`config.mk`:
```
export PLATFORM = sky130hd
export DESIGN_NAME = v2lu_stage
export DESIGN_NICKNAME = d
export VERILOG_FILES = /design/src/rtl/core/vector2d_length_and_unit_assert.svh /design/src/rtl/core/v2lu_pkg.sv /design/src/rtl/core/v2lu_stage.sv
export SDC_FILE = /design/constraint.sdc
export NUM_CORES = 1
export LEC_CHECK = 0
export ABC_AREA = 1
export BUFFER_PORTS_ARGS = -buffer_cell sky130_fd_sc_hd__buf_2
export CAP_MARGIN = 10
export CELL_PAD_IN_SITES_DETAIL_PLACEMENT = 1
export CELL_PAD_IN_SITES_GLOBAL_PLACEMENT = 1
export CORE_UTILIZATION = 37
export DETAILED_ROUTE_END_ITERATION = 10
export GPL_TIMING_DRIVEN = 0
export PLACE_DENSITY_LB_ADDON = 0.15
export SETUP_SLACK_MARGIN = 0.5
export SYNTH_ARGS = -nofsm -noshare
export SYNTH_HDL_FRONTEND = slang
export SYNTH_SLANG_ARGS = --single-unit
```
`constraint.sdc`:
```
create_clock -name clk_i -period 0.8 [get_ports clk_i]
set_clock_uncertainty 0.05 [all_clocks]
set_input_delay 0.12 -clock clk_i [delete_from_list [all_inputs] [get_ports clk_i]]
set_output_delay 0.12 -clock clk_i [all_outputs]
set_load 0.03 [all_outputs]
```
`src/rtl/core/vector2d_length_and_unit_assert.svh`:
```
// Assertion macros for the vector length and unit block.
`ifndef VECTOR2D_LENGTH_AND_UNIT_ASSERT_SVH
`define VECTOR2D_LENGTH_AND_UNIT_ASSERT_SVH

// The consequent must hold in the same cycle as the antecedent.
`define V2LU_ASSERT_IMPL(lbl, ante, cons, msg) \
  lbl: assert property (@(posedge clk_i) disable iff (!rst_ni) (ante) |-> (cons)) \
    else $error(msg);

// The condition must hold at every clock edge out of reset.
`define V2LU_ASSERT_ALWAYS(lbl, cond, msg) \
  lbl: assert property (@(posedge clk_i) disable iff (!rst_ni) (cond)) else $error(msg);

`endif

```
`src/rtl/core/v2lu_pkg.sv`:
```
`default_nettype none

package v2lu_pkg;

  // Control bits that travel with every item through the pipeline.
  typedef struct packed {
    logic valid;
    logic zero;
    logic neg_x;
    logic neg_y;
  } ctl_t;

endpackage

`default_nettype wire

```
`src/rtl/core/v2lu_stage.sv`:
```
`default_nettype none

module v2lu_stage #(
  parameter int CoordWidth = 16,
  parameter int UnitFraction = 14,
  parameter int K = 0
) (
  input  wire                                      clk_i,
  input  wire                                      rst_ni,
  input  wire v2lu_pkg::ctl_t                      ctl_i,
  input  wire [2*CoordWidth-1:0]                   s_i,
  input  wire [CoordWidth-1:0]                     root_i,
  input  wire [CoordWidth+1:0]                     rem_i,
  input  wire [2*CoordWidth+2*UnitFraction+1:0]    rx_i,
  input  wire [2*CoordWidth+2*UnitFraction+1:0]    qsx_i,
  input  wire [UnitFraction:0]                     qx_i,
  input  wire [2*CoordWidth+2*UnitFraction+1:0]    ry_i,
  input  wire [2*CoordWidth+2*UnitFraction+1:0]    qsy_i,
  input  wire [UnitFraction:0]                     qy_i,
  output v2lu_pkg::ctl_t                           ctl_o,
  output logic [2*CoordWidth-1:0]                  s_o,
  output logic [CoordWidth-1:0]                    root_o,
  output logic [CoordWidth+1:0]                    rem_o,
  output logic [2*CoordWidth+2*UnitFraction+1:0]   rx_o,
  output logic [2*CoordWidth+2*UnitFraction+1:0]   qsx_o,
  output logic [UnitFraction:0]                    qx_o,
  output logic [2*CoordWidth+2*UnitFraction+1:0]   ry_o,
  output logic [2*CoordWidth+2*UnitFraction+1:0]   qsy_o,
  output logic [UnitFraction:0]                    qy_o
);
  import v2lu_pkg::*;

  localparam int TW = 2*CoordWidth + 2*UnitFraction + 2;
  localparam bit DoSqrt = (K < CoordWidth);
  localparam bit DoUnit = (K <= UnitFraction);
  localparam int SI = DoSqrt ? (CoordWidth - 1 - K) : 0;
  localparam int B = DoUnit ? (UnitFraction - K) : 0;

  ctl_t ctl_q;
  logic [2*CoordWidth-1:0] s_q;
  logic [CoordWidth-1:0] root_d, root_q;
  logic [CoordWidth+1:0] rem_d, rem_q;
  logic [TW-1:0] rx_d, rx_q, qsx_d, qsx_q, ry_d, ry_q, qsy_d, qsy_q;
  logic [UnitFraction:0] qx_d, qx_q, qy_d, qy_q;

  // One digit of the restoring square root.
  generate
    if (DoSqrt) begin : g_sqrt
      logic [CoordWidth+1:0] shifted, trial;
      always_comb begin
        shifted = {rem_i[CoordWidth-1:0], s_i[2*SI+1 -: 2]};
        trial = {root_i, 2'b01};
        if (shifted >= trial) begin
          rem_d = shifted - trial;
          root_d = {root_i[CoordWidth-2:0], 1'b1};
        end else begin
          rem_d = shifted;
          root_d = {root_i[CoordWidth-2:0], 1'b0};
        end
      end
    end else begin : g_sqrt_pass
      assign rem_d = rem_i;
      assign root_d = root_i;
    end
  endgenerate

  // One quotient bit of each unit component. The remainder holds
  // a^2 * 2^(2F) - q^2 * s and qs holds q * s, so setting bit B costs
  // (q*s << (B+1)) + (s << 2B).
  generate
    if (DoUnit) begin : g_unit
      logic [TW-1:0] s_ext, tx, ty;
      always_comb begin
        s_ext = TW'(s_i);
        tx = (qsx_i << (B + 1)) + (s_ext << (2*B));
        ty = (qsy_i << (B + 1)) + (s_ext << (2*B));
        rx_d = rx_i;
        qsx_d = qsx_i;
        qx_d = qx_i;
        if (rx_i >= tx) begin
          rx_d = rx_i - tx;
          qsx_d = qsx_i + (s_ext << B);
          qx_d[B] = 1'b1;
        end
        ry_d = ry_i;
        qsy_d = qsy_i;
        qy_d = qy_i;
        if (ry_i >= ty) begin
          ry_d = ry_i - ty;
          qsy_d = qsy_i + (s_ext << B);
          qy_d[B] = 1'b1;
        end
      end
    end else begin : g_unit_pass
      assign rx_d = rx_i;
      assign qsx_d = qsx_i;
      assign qx_d = qx_i;
      assign ry_d = ry_i;
      assign qsy_d = qsy_i;
      assign qy_d = qy_i;
    end
  endgenerate

  always_ff @(posedge clk_i or negedge rst_ni) begin
    if (!rst_ni) begin
      ctl_q <= '0;
    end else begin
      ctl_q <= ctl_i;
    end
  end

  always_ff @(posedge clk_i) begin
    s_q <= s_i;
    root_q <= root_d;
    rem_q <= rem_d;
    rx_q <= rx_d;
    qsx_q <= qsx_d;
    qx_q <= qx_d;
    ry_q <= ry_d;
    qsy_q <= qsy_d;
    qy_q <= qy_d;
  end

  assign ctl_o = ctl_q;
  assign s_o = s_q;
  assign root_o = root_q;
  assign rem_o = rem_q;
  assign rx_o = rx_q;
  assign qsx_o = qsx_q;
  assign qx_o = qx_q;
  assign ry_o = ry_q;
  assign qsy_o = qsy_q;
  assign qy_o = qy_q;

endmodule

`default_nettype wire

```
==> results of run 1 <==
[cell type report]
class	count	area share, %
inverter	951	8.14
antenna	13	0.0739
clock buffer	56	2.69
tap	1050	2.99
multi-input combinational	3754	54.3
sequential	348	16.6
clock inverter	19	0.310
buffer	52	2.04
timing repair buffer	873	12.8
[flip-flops by register name, indices dropped and copies added (netlist names)]
name    count
qy_o       15
qx_o       15
qsy_o      62
s_o        32
qsx_o      62
rem_o      18
rx_o       62
ctl_o       4
ry_o       62
root_o     16
[where the power goes]
group          internal, µW  switching [µW]
clock network         10700            8290
registers             20700             923
logic                 19400           35500
total                 50900           44700
[worst max-delay path: cells and delay by family]
kind / cells / cell delay [ns]
buffers and inverters: 6 / 0.77
adder cells (fa/ha/maj): 3 / 0.85
AND/OR/NAND/NOR: 19 / 1.67
XOR/XNOR: 1 / 0.20
[through the flow]
step | hold slack, ns | power, µW | util [%] | instance area (µm²) | TNS [ns]
3_5_place_dp | -0.116 | 62200 | 44.8 | 35500 | -731.51
2_1_floorplan | -0.226 | 48000 | - | 30700 | -438.79
3_3_place_gp | -0.127 | 61600 | 44.8 | 35500 | -730.57
5_1_grt | -0.434 | 99600 | 55.5 | 44000 | -644.34
6_report | -0.429 | 95600 | 55.5 | 44000 | -611.79
4_1_cts | -0.448 | 89200 | 51.9 | 41200 | -592.36
[metal layers]
metal / part of all wire [%] / track usage, % / up-vias
li1: - / - / 17600
met1: 40 / 43.9 / 18000
met2: 48 / 62.0 / 1335
met3: 6.4 / 4.54 / 407
met4: 5.9 / 16.5 / 2
met5: 0.0076 / 0 / -
[cell usage after synthesis, types with 5 or more instances]
cell type and count:
nor3_1 49, a21boi_0 9, xor2_1 96, nor4_1 8
nand3b_1 61, nor2_1 463, nand4_1 58, nand3_2 10
fa_1 6, a31oi_1 5, o21a_1 11, buf_2 21
inv_2 15, a21o_1 16, a21oi_1 205, o21ai_0 129
nand2_1 1927, o21bai_1 29, and2_1 8, nand3_1 331
inv_1 936, buf_6 10, clkbuf_1 9, o21ai_1 8
o211ai_1 5, dfxtp_1 344, xnor2_1 51, nor2_2 12
ha_1 240, buf_4 5
[worst min path at each step]
stage / to / startpoint / depth (start not counted)
after floorplan: ctl_o[0] / rst_ni / 0
after detailed placement: ctl_o[3] / rst_ni / 1
after CTS: qx_o[1] / qx_i[1] / 1
after global placement: ctl_o[0] / rst_ni / 1
after global routing: qy_o[5] / qy_i[5] / 1
final: qy_o[4] / qy_i[4] / 1
[kinds of logic (layout without fill, tap and decap cells)]
| kind of cell | after synthesis | in the layout | synth area share (%) |
|---|---|---|---|
| fa+ha+maj | 246 | 246 | 10.5 |
| flops | 348 | 348 | 23.5 |
| xor+xnor | 147 | 147 | 4.33 |
| compound gates | 420 | 420 | 7.72 |
| simple gates | 2941 | 2941 | 40.7 |
| buf+inv | 1003 | 1951 | 13.2 |
| other cells | 0 | 13 | 0 |
[repair_timing]
action                                  in CTS  in global routing
endpoints found under the hold margin      351                345
endpoints found under the setup margin     559                565
pin swaps                                  145                164
buffers inserted                            94                 52
gates cloned                                11                 14
gates resized for setup                    697                516
==> flow_metrics.tcl, run 1 <==
set metrics [dict create \
    outcome "finished with violations" \
    failed_checks "hold timing, setup timing" \
    global_route.usage.total_pct 35.8 \
    cp-end-kind "flop" \
    slew_headroom_pct 65.3 \
    tritoncts_num_sinks 348 \
    cpMostUsedCell "nand2_4" \
    grt_first_pass_wirelength_um 223000 \
    synth-seq-area-share_pct 23.5 \
    rows 103 \
    post_synth_main_area_contributors "nand2_1, dfxtp_1, inv_1, ha_1, nor2_1" \
    postSynth.topFlopCell "dfxtp_1" \
    max_cap_violations 0 \
    final.fill_count 10600 \
    critical_path.startpoint_type "input port" \
    total_count_of_hold_check_failures_in_the_final_report 345 \
    data_arrival_time_at_the_worst_slack_endpoint_ns 3.65 \
    stdcell_count 7116 \
    synth_cell_types 43 \
    multi_input_comb_area_um2 23900 \
    worst-endpoint-required_ns 1.28 \
    drt_iter0_drc 2274 \
    critPathMaxFanout 6 \
    syn_area_um2 29700 \
    routed_via_count_divided_by_cell_count 5.25 \
    postRouteWirelength_um 159000 \
    final_max_slew_viol_count 0 \
    dp.cells 6850 \
    fin_worst_hold_slack_ns -0.429 \
    drt_wl_cell_um 22.3 \
    syn_to_final_growth_pct 48.1 \
    drt_pass1_iterations 7 \
    nets 6617 \
    critPathCapture "qsy_o[54]" \
    rsz_0062_raised_after_global_routing "yes" \
    setup_slack_ns -2.37 \
    power_per_cell_area_nw_per_um2 2170 \
    port_buffers 695 \
    synth-edff-count 0 \
    synth-warning-count 0 \
    cp_slowest_stage_delay_ns 0.38 \
    grt_start_max_net_pins 14 \
    syn-instance-count 5105 \
    period_share_pct 397 \
    grt_pass1_vias 37500 \
    cts_tree "built" \
    path_clk_slew_ns 0.06 \
    drcViolationCount 0 \
    asyncSetResetFlopFracSynth_pct 1.15 \
    timing.fmax_mhz 315 \
    post_detailed_route_count_of_antenna_violating_nets 0 \
    detailedPlacementHpwl_um 122000 \
    synth.ff_latch_count 348 \
    irDropWorstVdd_mv 1.77 \
    cp-startpoint "s_i[0]" \
    numCtsBuffers 41 \
    fraction_of_final_layout_cells_with_drive_strength_greater_than_1_pct 31.6 \
    p_leak_uw 0.0233 \
    master_cell_of_the_clock_root_buffer "clkbuf_16" \
    syn_area_per_cell_um2 5.82 \
    ctsHoldBuffers 7 \
    critPathSlowestCell "fa_2" \
    dp_slack_ns -4.17 \
    synthDominantAreaCellType "nand2_1" \
    die_width_um 285 \
    grt_antenna_before_repair 14 \
    cts_htree_levels 2 \
    cts-root-to-sink-buffers 3 \
    place_congestion 0.976 \
    dieHeight_um 285 \
    timing_worst_slew_pin_value_ns 0.519 \
    top_level_ports 698 \
    initial_core_util_pct 37.5 \
    worst-setup-path-type "in2reg" \
    syn-num-nets 5701 \
    synth_largest_type_area_fraction_pct 24.3 \
    core_um2 79300 \
    grt-ovfl-total 0 \
    layout.area.seq_um2 7300 \
    final_cell_mix "nand2_1, inv_1, buf_2, nor2_1, dfxtp_1" \
    mostFrequentLayoutCell "nand2_1" \
    final_period_minus_worst_setup_slack_ns 3.17 \
    via_count 37400 \
    timing.final.setup_violations 559 \
    die_area_um2 81500 \
    hp-class "in2reg" \
]
(Power assumes the default switching activity.)
==> run 2: changes to the inputs <==
--- a/config.mk
+++ b/config.mk
@@ -9,8 +9,9 @@
 export BUFFER_PORTS_ARGS = -buffer_cell sky130_fd_sc_hd__buf_2
 export CAP_MARGIN = 10
 export CELL_PAD_IN_SITES_DETAIL_PLACEMENT = 1
-export CELL_PAD_IN_SITES_GLOBAL_PLACEMENT = 1
-export CORE_UTILIZATION = 37
+export CELL_PAD_IN_SITES_GLOBAL_PLACEMENT = 2
+export CORE_MARGIN = 2
+export CORE_UTILIZATION = 28
 export DETAILED_ROUTE_END_ITERATION = 10
 export GPL_TIMING_DRIVEN = 0
 export PLACE_DENSITY_LB_ADDON = 0.15
==> run 2 against run 1 <==
The flow still finishes with violations (hold timing, setup timing). Maximum frequency rose by 2.6%. Hold slack improved by 0.0022 ns. First-iteration DRC count is 15% lower. Flip-flop and latch count is the same. Largest cell class unchanged.
==> flow_metrics.tcl, run 2 (same netlist as run 1, synthesis figures left out) <==
set metrics [dict create \
    outcome "finished with violations" \
    failed_checks "hold timing, setup timing" \
    stdcell_count 7577 \
    met2_wl_um 83500 \
    power_per_cell_area_nw_per_um2 2110 \
    nets 6745 \
    master_cell_of_the_clock_root_buffer "clkbuf_16" \
    mostFrequentLayoutCell "nand2_1" \
    drt_wl_cell_um 22.0 \
    cp-end-kind "flop" \
    slew_headroom_pct 66.1 \
    port_buffers 695 \
    maxUsedRoutingLayer "met5" \
    grt_antenna_before_repair 18 \
    core_um2 105000 \
    max_cap_violations 0 \
    dp.cells 7191 \
    setup_slack_ns -2.29 \
    fin_worst_hold_slack_ns -0.426 \
    final_max_slew_viol_count 0 \
    final_cell_mix "nand2_1, inv_1, buf_6, nor2_1, buf_2" \
    syn_to_final_growth_pct 66.3 \
    detailedPlacementHpwl_um 131000 \
    routed_via_count_divided_by_cell_count 4.82 \
    final_period_minus_worst_setup_slack_ns 3.09 \
    place_congestion 0.949 \
    die_area_um2 109000 \
    die_width_um 330 \
    postRouteWirelength_um 167000 \
    global_route.usage.total_pct 28.3 \
    grt_first_pass_wirelength_um 230000 \
    drt_iter0_drc 1930 \
    post_detailed_route_count_of_antenna_violating_nets 0 \
    numCtsBuffers 42 \
    grt-ovfl-total 0 \
    cp_slowest_stage_delay_ns 0.40 \
    worst-endpoint-required_ns 1.27 \
    critPathSlowestCell "fa_2" \
    fraction_of_final_layout_cells_with_drive_strength_greater_than_1_pct 37.2 \
    detail_route.wirelength.met1_um 70700 \
    critPathMaxFanout 5 \
    grt_pass1_vias 37200 \
    hp-class "in2reg" \
    grt_start_max_net_pins 14 \
    drcViolationCount 0 \
    rsz_0062_raised_after_global_routing "yes" \
    cts_htree_levels 2 \
    cpMostUsedCell "nand2_2" \
    timing.fmax_mhz 323 \
    total_count_of_hold_check_failures_in_the_final_report 328 \
    worst-setup-path-type "in2reg" \
    setup_tns_ns -579.67 \
    period_share_pct 386 \
    dieHeight_um 330 \
    timing.final.setup_violations 559 \
    detailroute.wirelength.met3_um 7650 \
    cts-root-to-sink-buffers 3 \
    drt_pass1_iterations 5 \
    top_level_ports 698 \
    cts_tree "built" \
    data_arrival_time_at_the_worst_slack_endpoint_ns 3.56 \
    rows 119 \
    p_leak_uw 0.0255 \
    timing_worst_slew_pin_value_ns 0.506 \
    critical_path.startpoint_type "input port" \
    via_count 36500 \
    irDropWorstVdd_mv 2.04 \
    tritoncts_num_sinks 348 \
    initial_core_util_pct 28.2 \
    path_clk_slew_ns 0.06 \
]
## run 2: changes by cell type in the layout (fill, tap and decap cells not counted), moves of 25 or more
| cell | before | now |
|---|---|---|
| buf_6 | 32 | 404 |
| nand2_1 | 1622 | 1597 |
| buf_2 | 661 | 294 |
| dlymetal6s4s_1 | 0 | 69 |
| dfxtp_1 | 261 | 3 |
| dfxtp_2 | 0 | 257 |
## run 2: what timing repair did
action                                 CTS  global route
pin swaps                              160           209
endpoints found under the hold margin  351           331
setup buffers                           93            90
hold buffers                            90             3
cloned                                  18            11
setup endpoints to repair              559           628
gates resized for setup                801          2006
## run 2: layer usage
layer | global-route usage [%] | vias up
met4 | 6.57 | 12
li1 | - | 17800
met3 | 3.64 | 194
met1 | 35.5 | 17600
met2 | 51.1 | 862
met5 | 0 | -
## run 2: cell type report
cell class                      instances  area (µm²)
Tap cell                             1391        1740
Antenna cell                            3        7.51
Sequential cell                       348        7630
Clock buffer                           60        1230
Clock inverter                         18         199
Fill cell                           13200       55800
Timing Repair Buffer                 1000        9550
Buffer                                 52         951
Inverter                              951        3600
Multi-Input combinational cell       3754       24500
## run 2: final timing paths
kind	start	to	slack, ns	cells after the start
setup / recovery	s_i[0]	rx_o[32]	-2.29	25
hold / removal	root_i[10]	root_o[11]	-0.43	1
max in group asynchronous	rst_ni	ctl_o[2]	0.74	2
min in group asynchronous	rst_ni	ctl_o[0]	-0.19	2
## run 2: per-stage QoR
stage               util [%]  power (µW)  hold WS, ns  instance area, µm²  worst slack [ns]
floorplan                  -       48000       -0.226               30700             -2.28
global placement        34.1       62600       -0.123               35900             -4.28
detailed placement      34.1       62900       -0.118               35900             -4.30
global route            47.0      109000       -0.460               49400             -2.39
finish                  47.0      104000       -0.426               49400             -2.29
CTS                     41.1       93000       -0.458               43300             -2.25
## run 2: where the power goes
part | switching (µW) | internal, µW | total [µW]
Clock | 8250 | 12000 | 20300
Sequential | 1610 | 21200 | 22800
Combinational | 36200 | 24900 | 61100
Total | 46100 | 58100 | 104000
## run 2: worst max-delay path: cells and delay by family
family                     cells  cell delay (ns)
and+or+nand+nor               13             1.22
AOI/OAI and AO/OA              3             0.58
adders and majority gates      3             0.79
buffers and inverters          6             0.80
==> run 3: changes to the inputs <==
--- a/config.mk
+++ b/config.mk
@@ -10,7 +10,7 @@
 export CAP_MARGIN = 10
 export CELL_PAD_IN_SITES_DETAIL_PLACEMENT = 1
 export CELL_PAD_IN_SITES_GLOBAL_PLACEMENT = 2
-export CORE_MARGIN = 2
+export CORE_MARGIN = 10
 export CORE_UTILIZATION = 28
 export DETAILED_ROUTE_END_ITERATION = 10
 export GPL_TIMING_DRIVEN = 0
==> constraint.sdc (replaced) <==
create_clock -name clk_i -period 3.3 [get_ports clk_i]
set_clock_uncertainty 0.05 [all_clocks]
set_input_delay 0.495 -clock clk_i [delete_from_list [all_inputs] [get_ports clk_i]]
set_output_delay 0.495 -clock clk_i [all_outputs]
set_load 0.03 [all_outputs]
==> run 3 against run 2 <==
The flow finishes with violations (setup timing). Clock-buffer cell count shrank 4. Sequential share of layout area shrank 0.11 points. Sequential power decreased by 77%. Global-route usage decreased by 2.2 points. Critical path type unchanged. Critical endpoint is now qsy_o[22]. Largest cell class unchanged.
==> flow_metrics.tcl, run 3 (same netlist as run 1, synthesis figures left out) <==
set metrics [dict create \
    critical_path_buf_inv_count 5 \
    mostFrequentLayoutCell "nand2_1" \
    stdcell_count 7567 \
    cp-end-kind "flop" \
    data_arrival_time_at_the_worst_slack_endpoint_ns 4.00 \
    grt-ovfl-total 0 \
    critical_path.startpoint_type "input port" \
    drt_iter0_drc 1830 \
    multi_input_comb_area_um2 23900 \
    drt_wl_cell_um 22.2 \
    hold_path_depth 1 \
    die_width_um 346 \
    numCtsBuffers 42 \
    final.fill_count 13500 \
    cpLargestDelayFamily "simple AND/OR/NAND/NOR gates" \
    layout.area.seq_um2 6990 \
    power_per_cell_area_nw_per_um2 523 \
    initial_core_util_pct 28.2 \
    cpMostUsedCell "nand2_2" \
    setup_slack_ns -0.246 \
    via_count 36100 \
    hp-class "in2reg" \
    failed_checks "setup timing" \
    grt_antenna_before_repair 19 \
    place_congestion 0.926 \
    rows 119 \
    top_level_ports 698 \
    final_max_slew_viol_count 0 \
    drcViolationCount 0 \
    rsz_0062_raised_after_global_routing "yes" \
    max_cap_violations 0 \
    outcome "finished with violations" \
    detailedPlacementHpwl_um 138000 \
    dieHeight_um 346 \
    grt_first_pass_wirelength_um 239000 \
    port_buffers 695 \
    cp_cell_sequence "buf_12 > ha_4 > fa_2 > nand3_2 > nand2_4 > a21oi_4 > buf_6 > xor2_4 > ha_4 > nand2_4 > inv_1 > a21oi_4 > nand2_1 > nand2_2 > nand2_2 > nand2_2 > nand4_4 > buf_12 > clkbuf_16 > o21ai_4" \
    cts_tree "built" \
    core_um2 105000 \
    routed_via_count_divided_by_cell_count 4.78 \
    critPathMaxFanout 10 \
    setup_tns_ns -20.30 \
    p_leak_uw 0.0242 \
    hold_end "s_o[3]" \
    cts-root-to-sink-buffers 3 \
    die_area_um2 120000 \
    timing.fmax_mhz 282 \
    grt_start_max_net_pins 14 \
    period_share_pct 107 \
    dp.cells 7191 \
    stdcell_area_um2 45600 \
    worst-endpoint-required_ns 3.75 \
    drt_pass1_iterations 5 \
    critical_path_cell_count 20 \
    irDropWorstVdd_mv 0.446 \
    cp_slowest_stage_delay_ns 0.41 \
    final_period_minus_worst_setup_slack_ns 3.55 \
    timing_worst_slew_pin_value_ns 0.551 \
    master_cell_of_the_clock_root_buffer "clkbuf_16" \
    placed_cell_area_um2 35300 \
    dp_slack_ns -2.15 \
    critPathSlowestCell "fa_2" \
    fraction_of_final_layout_cells_with_drive_strength_greater_than_1_pct 29.8 \
    nets 6734 \
    total_count_of_hold_check_failures_in_the_final_report 0 \
    worst-setup-path-type "in2reg" \
    global_route.usage.total_pct 26.1 \
    slew_headroom_pct 63.1 \
    cts_htree_levels 2 \
    hold_path_startpoint "s_i[3]" \
    syn_to_final_growth_pct 53.5 \
    path_clk_slew_ns 0.06 \
    post_detailed_route_count_of_antenna_violating_nets 0 \
    grt_pass1_vias 37300 \
    final_cell_mix "nand2_1, inv_1, buf_2, nor2_1, dfxtp_1" \
    tritoncts_num_sinks 348 \
    timing.final.setup_violations 186 \
    postRouteWirelength_um 168000 \
]
## run 3: cell type report
cell class / count / area share, %
diodes: 7 / 0.0384
inverters: 951 / 7.84
well taps: 1391 / 3.82
plain buffers: 52 / 2.02
repair buffers: 989 / 15.3
clock inverters: 19 / 0.576
flip-flops and latches: 348 / 15.3
clock buffers: 56 / 2.69
multi-input cells: 3754 / 52.4
## run 3: worst max-delay path by stage
| stage | from | endpoint | slack, ns |
|---|---|---|---|
| 2_1_floorplan | s_i[0] | qsx_o[59] | -0.16 |
| 3_3_place_gp | s_i[15] | qsx_o[17] | -2.15 |
| 3_5_place_dp | s_i[15] | qsx_o[17] | -2.15 |
| 6_report | s_i[0] | qsy_o[22] | -0.25 |
| 4_1_cts | s_i[0] | ry_o[38] | -0.15 |
| 5_1_grt | s_i[0] | qsy_o[55] | -0.25 |
## run 3: stage by stage
stage | total power, µW | util, % | hold WS (ns)
after floorplan | 11500 | - | 0.149
after global placement | 15200 | 33.5 | 0.254
after detailed placement | 15200 | 33.5 | 0.257
after CTS | 22100 | 39.7 | 0.00351
after global routing | 25200 | 43.3 | 0.0115
final | 23800 | 43.3 | 0.0385
## run 3: what timing repair did
item / in CTS / in global routing
cloned: 9 / 20
gates resized for setup: 644 / 696
pin swaps: 113 / 238
setup endpoints to repair: 192 / 192
hold buffers: 113 / 0
setup buffers: 72 / 80
endpoints found under the hold margin: 116 / 0
## run 3: report_power, final
group          switching, µW  internal (µW)  leakage [µW]
Sequential               203           4950       0.00295
Clock                   1970           3080      0.000738
Combinational           8710           4920        0.0205
Total                  10900          13000        0.0242
## run 3: metal layers
| metal | vias up | routed length (µm) | global-route usage (%) |
|---|---|---|---|
| met1 | 17300 | 72100 | 32.6 |
| met3 | 183 | 9140 | 4.42 |
| met4 | 14 | 4800 | 6.13 |
| met2 | 879 | 82200 | 46.2 |
| met5 | - | 86 | 0 |
| li1 | 17800 | - | - |
